===== config.mk =====
export PLATFORM = sky130hd
export DESIGN_NAME = itsr_cmp
export DESIGN_NICKNAME = d
export VERILOG_FILES = /design/src/rtl/itsr_pkg.sv /design/src/rtl/itsr_cmp.sv
export SDC_FILE = /design/constraint.sdc
export NUM_CORES = 1
export LEC_CHECK = 0
export ABC_AREA = 1
export ABC_CLOCK_PERIOD_IN_PS = 1610
export BUFFER_PORTS_ARGS = -buffer_cell sky130_fd_sc_hd__buf_2
export CORE_MARGIN = 1
export CORE_UTILIZATION = 49
export DETAILED_ROUTE_END_ITERATION = 10
export GPL_TIMING_DRIVEN = 0
export PLACE_DENSITY = 0.86
export SLEW_MARGIN = 20
export SYNTH_ARGS = -nofsm -noshare
export SYNTH_HDL_FRONTEND = slang
export SYNTH_SLANG_ARGS = --single-unit

===== constraint.sdc =====
create_clock -name vclk -period 1.61
set_input_delay 0.161 -clock vclk [all_inputs]
set_output_delay 0.161 -clock vclk [all_outputs]
set_load 0.01 [all_outputs]

===== src/rtl/itsr_pkg.sv =====
// ----------------------------------------------------------------------------
// itsr_pkg
// Shared sizes, codes and types of the integer table search and remove block.
// ----------------------------------------------------------------------------
package itsr_pkg;

    // table geometry
    localparam int DEPTH = 256;
    localparam int IDX_W = (DEPTH > 1) ? $clog2(DEPTH) : 1;
    localparam int CNT_W = $clog2(DEPTH + 1);
    localparam int POS_W = CNT_W + 1;

    // result field widths
    localparam int DATA_W = 32;
    localparam int KIND_W = 3;
    localparam int STAT_W = 2;
    localparam int LOC_W  = 9;
    localparam logic [LOC_W-1:0] LOC_NONE = '1;

    // operation codes
    typedef enum logic [KIND_W-1:0] {
        KIND_APPEND = 3'd0,
        KIND_ZERO   = 3'd1,
        KIND_FIND   = 3'd2,
        KIND_OFIND  = 3'd3,
        KIND_REMOVE = 3'd4,
        KIND_MINMAX = 3'd5
    } kind_t;

    // result status codes
    typedef enum logic [STAT_W-1:0] {
        STAT_OK        = 2'd0,
        STAT_NOT_FOUND = 2'd1,
        STAT_FULL      = 2'd2,
        STAT_EMPTY     = 2'd3
    } status_t;

    // sequencer states
    typedef enum logic [2:0] {
        S_IDLE,
        S_START,
        S_ZERO,
        S_SCAN,
        S_BIN_RD,
        S_BIN_CMP,
        S_DONE
    } state_t;

    // memory access request from the sequencer
    typedef struct packed {
        logic              rd_en;
        logic [IDX_W-1:0]  rd_addr;
        logic              wr_en;
        logic [IDX_W-1:0]  wr_addr;
        logic [DATA_W-1:0] wr_data;
    } mem_req_t;

    // compare unit flags
    typedef struct packed {
        logic eq;
        logic data_lt_key;
        logic data_lt_min;
        logic data_gt_max;
    } cmp_t;

endpackage


===== src/rtl/itsr_cmp.sv =====
// ----------------------------------------------------------------------------
// itsr_cmp
// Shared compare unit: the entry just read against key, minimum and maximum.
// ----------------------------------------------------------------------------
module itsr_cmp
    import itsr_pkg::*;
(
    input  logic [DATA_W-1:0] data,
    input  logic [DATA_W-1:0] key,
    input  logic [DATA_W-1:0] min_val,
    input  logic [DATA_W-1:0] max_val,
    output cmp_t              flags
);

    // signed compares of the read entry
    always_comb
    begin
        flags.eq          = (data == key);
        flags.data_lt_key = ($signed(data) < $signed(key));
        flags.data_lt_min = ($signed(data) < $signed(min_val));
        flags.data_gt_max = ($signed(data) > $signed(max_val));
    end

endmodule


* Yosys cells after proc, flatten, opt, wreduce, memory -nomap -nowiden
Cells that the tools add are included.
** Storage, ports and cells
- Bits in registers :: 0
** Operators by class
- Magnitude comparators :: 3
- Eq/ne operators :: 1
** Operator list (count)
- $lt A32 B32 Y1 :: 2
- $eq A32 B32 Y1 :: 1
- $gt A32 B32 Y1 :: 1

* Logic depth before layout (Yosys ltp)
Gate-level depths: netlist of the first run.
- Word-level depth :: 1
- Mapped depth :: 16

* Worst setup path after synthesis of the first run
Ideal clock, no wire load.
- Path kind :: input to output
- Start :: in max_val[21]
- End :: out flags[0] in the netlist's numbering
- Arrival time :: 1206 ps
- Data required time :: 1449 ps
- Path slack :: 243 ps
- Stages :: 11
- Buffers on the path :: 0
- Cell sequence :: inv_1 -> ha_1 -> a21oi_1 -> nor2_1 -> nor2_1 -> nand3_1 -> a21oi_1 -> nand2_1 -> nand2_1 -> nand2_1 -> nor2_1
** RTL lines
- start: declaration :: line itsr_cmp.sv:11 : input logic [DATA_W-1:0] max_val,
- end: declaration :: line itsr_cmp.sv:12 : output cmp_t flags

==> flow_summary.toml, run 1 <==
[power_and_ir_drop]
ir_drop_uv = 190
powerDensity_mw_per_mm2 = 270
leakage_nw = 2.34

[outcome]
violations = "negative setup slack"
status = "finished with violations"

[die]
io_pins = 132
die_height_um = 73.9
dieArea_mm2 = 0.00546
core_region_area_mm2 = 0.00485
start_util_pct = 52.2
rows = 25
die_w_um = 73.9

[worst_hold_path]
min_path_type = "input pin to output port"
min_delay_path_depth = 7
worstHoldEndpoint = "flags[1]"
hold_start = "min_val[30]"

[synth]
synth_common_cells = "116 x inv_1, 95 x ha_1, 93 x nand2_1, 40 x a21oi_1, 31 x nor2_1"
syn_area_mm2 = 0.00253
synth_area_leaders = "ha_1 47%, inv_1 17%, nand2_1 14%"
syn_inst = 416
synth.top_cell.area_share_pct = 46.9
synth_cell_type_count = 17
yosysSeqAreaShare_pct = 0
syn_area_per_cell_um2 = 6.09
synthesis.yosys.warnings = 0
yosysTopAreaCell = "ha_1"
syn_nets = 639
yosysMostFrequentCell = "inv_1"

[place]
dp.cells = 615
numPortBuffers = 132
hpwl_um = 5630
gp_congestion = 0.813

[sta]
post-route-min-period_ns = 1.74
slew_violations = 0
fin_crit_sh_pct = 108
worst_slack_ns = -0.131
rsz0062_at_grt = "yes"
slew_headroom_pct = 82.0
tightest_slew_ns = 0.269
fmax_mhz = 574
setup_viol = 3
final-hold-violation-count = 0
tns_ns = -0.212

[critical_path]
cp-start-kind = "input pin"
cp.arrival_ns = 1.58
crit_required_ns = 1.45
crit_type = "input pin to output port"
path_max_fanout = 3
crit_path_end_kind = "output port"

[global_routing]
grt_first_pass_wirelength_um = 11300
antenna_found_initial = 0
grt_max_degree = 5
first_global_vias = 2913
grt_overflow_total = 0
grt_usage_pct = 25.8

[drt]
wl_met1_um = 3310
ant_nets = 0
drt_iter0_drc = 76
dr_wl_met3_um = 440
routed-via-count = 3162
dr_wl_met2_um = 4730
detail_route.vias_per_cell = 5.12
route.detailed.drc = 0
wl_per_cell_um = 14.2
finalWirelength_um = 8760
drt-pass1-iter-count = 4
top_layer_used = "met4"

[finish]
design.seq.count = 0
final_nets = 775
stdcell_count = 617
utilization_pct = 84.9
drive_above_1_share_pct = 44.5
regArea_um2 = 0
n_antenna_cell = 0
nFillCells = 281
layout-area-overhead-vs-synth_pct = 62.6
nClkBuffers = 0

[flow_run]
drv_cap = 0
cells in the final DEF (no fill, tap or decap), types with 13 or more instances in the layout:
| cell type | count |
|---|---|
| a21oi_1 | 20 |
| a21oi_2 | 19 |
| buf_2 | 119 |
| ha_1 | 50 |
| ha_4 | 45 |
| inv_1 | 101 |
| inv_2 | 14 |
| nand2_1 | 80 |
| nand2_2 | 13 |
| nor2_1 | 22 |
cells by family (layout without fill, tap and decap cells):
kind of cell / count (synthesis) / after routing / synth area share (%)
compound gates: 55 / 55 / 11.4
buf+inv: 116 / 250 / 17.2
simple gates: 150 / 150 / 24.5
fa+ha+maj: 95 / 95 / 46.9
worst max-delay path by stage:
stage                 from  depth (start not counted)        to
5_1_grt         min_val[6]                         14  flags[1]
3_3_place_gp      data[31]                         11  flags[2]
3_5_place_dp      data[31]                         11  flags[2]
6_report           data[9]                         12  flags[1]
2_1_floorplan  max_val[21]                         11  flags[0]
4_1_cts           data[27]                         13  flags[1]
repair_timing:
| action | in CTS | in global routing |
|---|---|---|
| cloned | 0 | 0 |
| pin swaps | 23 | 35 |
| resized for setup | 58 | 85 |
| setup buffers | 0 | 2 |
| hold buffers | 0 | 0 |
| endpoints found under the setup margin | 4 | 4 |
power breakdown:
group	switching [W]	leakage (nW)	internal [W]
combinational	0.000580	2.34	0.000532
clock	0	0	0
sequential	0	0	0
total	0.000580	2.34	0.000532
final cells by class:
class              instances  area (um2)  share of cell area (%)
well taps                 67        83.8                    2.04
multi-input cells        300        2860                    69.5
inverters                116         438                    10.6
repair buffers           134         734                    17.8
critical path, cell delays in order:
cell and delay (ns):
buf_4 0.14, ha_1 0.33, a21o_1 0.20, nand3_1 0.06
a21oi_1 0.06, nor2_1 0.09, nand2_1 0.08, nand2_1 0.08
nand2_1 0.08, nand2_1 0.09, nand2_1 0.06, buf_2 0.14
metal layers:
layer / vias up / global-route usage, %
met4: 0 / 6.41
met3: 30 / 1.65
met5: - / 0
li1: 1594 / -
met2: 154 / 55.4
met1: 1384 / 26.1
stage by stage:
stage               setup WS [ns]  power, W  hold WS (ns)  instance area [um2]
floorplan                   0.243  0.000457         0.624                 2530
global placement           -0.125  0.000725         0.878                 3280
detailed placement         -0.139  0.000762         0.884                 3280
CTS                       -0.0491  0.000888         0.883                 3690
global route               -0.236   0.00125         0.957                 4120
finish                     -0.131   0.00111         0.919                 4120
Power figures use the tool's default switching activity.
==> inputs of run 2 (changes only) <==
ABC_CLOCK_PERIOD_IN_PS = 2180   (was 1610)
CORE_UTILIZATION = 52   (was 49)
PLACE_DENSITY = 0.9   (was 0.86)
clock period = 2.18 ns   (was 1.61 ns; I/O delays follow)
==> flow_summary.toml, run 2 (synthesized netlist as in run 1, its figures left out) <==
[critical_path]
endpoint = "flags[2]"
crit_required_ns = 1.96
cp.arrival_ns = 1.60
path_max_fanout = 4
crit_path_end_kind = "output port"
crit_type = "input pin to output port"
cp-start-kind = "input pin"
critPathLaunch = "data[31]"

[finish]
regArea_um2 = 0
n_antenna_cell = 0
design.seq.count = 0
layout_common_cells = "132 x buf_2, 116 x inv_1, 95 x ha_1"
nFillCells = 422
nClkBuffers = 0
multi_input_area_mm2 = 0.00210
drive_above_1_share_pct = 24.8
final_common_cell = "buf_2"
layout-area-overhead-vs-synth_pct = 28.8
final_nets = 773

[sta]
setup_viol = 0
slew_headroom_pct = 80.7
fin_crit_sh_pct = 83.5
fmax_mhz = 550
post-route-min-period_ns = 1.82
tightest_slew_ns = 0.287
rsz0062_at_grt = "no"
final-hold-violation-count = 0
slew_violations = 0
tns_ns = 0

[drt]
route.detailed.drc = 0
wl_per_cell_um = 10.2
finalWirelength_um = 6140
ant_nets = 0
detail_route.vias_per_cell = 4.87
drt_iter0_drc = 63
routed-via-count = 2932
drt-pass1-iter-count = 4

[flow_run]
drv_cap = 0

[cts]
cts_hold_buffers = 0
cts_setup_buffers = 0
cts_repair_resize_count = 0

[outcome]
status = "completed"

[global_routing]
grt_use_met3_pct = 0.985
busiest_layer = "met2"
grt_overflow_total = 0
grt_util_met2_pct = 52.0
antenna_found_initial = 0
grt_first_pass_wirelength_um = 10500
first_global_vias = 2887
grt_max_degree = 5
use_met1_pct = 25.4
grt_usage_pct = 24.0

[die]
start_util_pct = 54.0
dieArea_mm2 = 0.00515
core_region_area_mm2 = 0.00469
rows = 25
io_pins = 132
die_height_um = 71.8
die_w_um = 71.8

[power_and_ir_drop]
ir_drop_uv = 84.7
powerDensity_mw_per_mm2 = 173
totalPowerFinal_w = 0.000565
leakage_nw = 2.28

[worst_hold_path]
min_path_type = "input pin to output port"

[place]
gp_congestion = 0.823
numPortBuffers = 132
hpwl_um = 5900
[run 2: cell types whose count changed in the layout (fill, tap and decap cells not counted), moves of 9 or more]
cell	previous run	this run
a21oi_1	20	40
a21oi_2	19	0
buf_2	119	132
ha_1	50	95
ha_4	45	0
inv_1	101	116
inv_2	14	0
nand2_1	80	93
nand2_2	13	1
nor2_1	22	31
[run 2: cell type report]
type / count / share of cell area, %
timing repair buffer: 132 / 20.3
inverter: 116 / 13.4
tap: 54 / 2.07
multi-input combinational: 300 / 64.3
[run 2: worst max-delay path: stages]
cell,delay (ns)
buf_2,0.12
ha_1,0.35
nand2_2,0.08
nor2_2,0.12
nand2_1,0.09
nor4_2,0.21
nand2_1,0.11
nand2_1,0.07
nand2_1,0.04
nand2_1,0.05
buf_2,0.13
[run 2: through the flow]
stage	hold slack [ns]	util, %	worst slack [ns]	std cells	instance area (um2)
2_1_floorplan	0.738	-	0.699	416	2530
3_3_place_gp	1.00	69.5	0.368	602	3260
3_5_place_dp	1.03	69.5	0.320	602	3260
4_1_cts	1.03	69.5	0.312	602	3260
5_1_grt	1.07	69.5	0.161	602	3260
6_report	1.04	69.5	0.361	602	3260
[run 2: per-layer routing]
layer	part of all wire (%)	wire length (um)
met1	42	2590
met2	52	3210
met3	4.8	297
met4	0.80	49
met5	0	0
[run 2: report_power, final]
group / total (W) / internal (W) / switching, W
registers: 0 / 0 / 0
logic: 0.000565 / 0.000267 / 0.000299
clock network: 0 / 0 / 0
total: 0.000565 / 0.000267 / 0.000299
[run 2: worst min-delay path by stage]
stage | slack [ns] | cells after the start | startpoint | end
final | 1.04 | 6 | data[30] | flags[1]
after global routing | 1.07 | 6 | data[30] | flags[1]
after CTS | 1.03 | 6 | data[30] | flags[1]
after detailed placement | 1.03 | 6 | data[30] | flags[1]
after global placement | 1.00 | 6 | data[30] | flags[1]
after floorplan | 0.74 | 4 | data[30] | flags[1]
==> inputs of run 3 (changes only) <==
ABC_CLOCK_PERIOD_IN_PS = 1600   (was 2180)
CORE_UTILIZATION = 44   (was 52)
PLACE_DENSITY = 0.81   (was 0.9)
clock period = 1.6 ns   (was 2.18 ns; I/O delays follow)
==> flow_summary.toml, run 3 (synthesized netlist as in run 1, its figures left out) <==
[place]
numPortBuffers = 132
pre_cts_ws_ns = -0.152
gp_congestion = 0.839
hpwl_um = 5930

[cts]
cts_hold_buffers = 0

[sta]
slew_violations = 0
fmax_mhz = 603
final-hold-violation-count = 0
worst_slack_ns = -0.0596
tightest_slew_ns = 0.278
post-route-min-period_ns = 1.66
slew_headroom_pct = 81.3
fin_crit_sh_pct = 104
setup_viol = 3
rsz0062_at_grt = "yes"

[drt]
drt-pass1-iter-count = 4
ant_nets = 0
routed-via-count = 3051
drt_iter0_drc = 41
detail_route.vias_per_cell = 4.90
wl_per_cell_um = 12.1
route.detailed.drc = 0
finalWirelength_um = 7530

[outcome]
violations = "negative setup slack"
status = "finished with violations"

[die]
die_w_um = 77.9
rows = 27
dieArea_mm2 = 0.00606
io_pins = 132
core_region_area_mm2 = 0.00554
start_util_pct = 45.7
die_height_um = 77.9

[power_and_ir_drop]
leakage_nw = 2.37
powerDensity_mw_per_mm2 = 257
ir_drop_uv = 144

[critical_path]
crit_type = "input pin to output port"
crit_top_cell = "nand2_1"
crit_path_end_kind = "output port"
crit_chain = "buf_6 -> ha_4 -> nand2_4 -> nor2_4 -> nand2_2 -> nor4_4 -> nand2_1 -> nand2_1 -> nand2_1 -> nand2_1 -> buf_2"
max_stage_delay_ns = 0.30
cp-start-kind = "input pin"
cp_slowest_cell = "nor4_4"
cp.arrival_ns = 1.50
crit_required_ns = 1.44
path_max_fanout = 3

[finish]
final_common_cell = "buf_2"
nFillCells = 458
drive_above_1_share_pct = 38.3
nClkBuffers = 0
layout-area-overhead-vs-synth_pct = 56.4
n_antenna_cell = 0
multi_input_area_mm2 = 0.00262
utilization_pct = 71.5
regArea_um2 = 0
final_nets = 776
design.seq.count = 0
layout_common_cells = "112 x buf_2, 104 x inv_1, 82 x nand2_1"

[global_routing]
first_global_vias = 3100
grt_usage_pct = 25.0
grt_first_pass_wirelength_um = 12500
grt_overflow_total = 0
antenna_found_initial = 0
grt_max_degree = 4

[flow_run]
drv_cap = 0

[worst_hold_path]
min_path_type = "input pin to output port"
==> run 3: critical path: cells and delay by family <==
family | cells | cell delay, ns
adders and majority gates | 1 | 0.28
buffers and inverters | 2 | 0.24
and+or+nand+nor | 8 | 0.83
==> run 3: per-layer routing <==
metal | GRT usage [%] | share of wire [%]
met5 | 0 | 0
met3 | 2.59 | 5.6
met4 | 4.53 | 2.2
met2 | 53.0 | 55
met1 | 25.7 | 37
==> run 3: repair_timing <==
action                     CTS  global route
setup buffers                3             0
gates resized for setup     92            28
pin swaps                   41            18
setup endpoints to repair    4             4
==> run 3: final timing paths <==
check,startpoint,end,slack [ns],cells past startpoint
setup / recovery,data[31],flags[2],-0.06,11
hold / removal,data[30],flags[1],0.85,6
==> run 3: layout make-up <==
type,instances,share of cell area [%]
Multi-Input combinational cell,300,66.1
Timing Repair Buffer,135,20.4
Inverter,116,11.2
Tap cell,72,2.27
==> run 3: where the power goes <==
group | internal, W | switching (W)
Sequential | 0 | 0
Clock | 0 | 0
Combinational | 0.000507 | 0.000513
==> run 3: stage by stage <==
step                      total power [W]  hold WS [ns]  area [um2]  TNS (ns)  cells
after global routing              0.00117         0.880        3960    -0.621    623
after global placement           0.000736         0.879        3280    -0.352    620
after detailed placement         0.000773         0.881        3280    -0.381    620
final                             0.00102         0.850        3960    -0.129    623
after CTS                        0.000954         0.849        3840    -0.125    623
after floorplan                  0.000460         0.622        2530         0    416
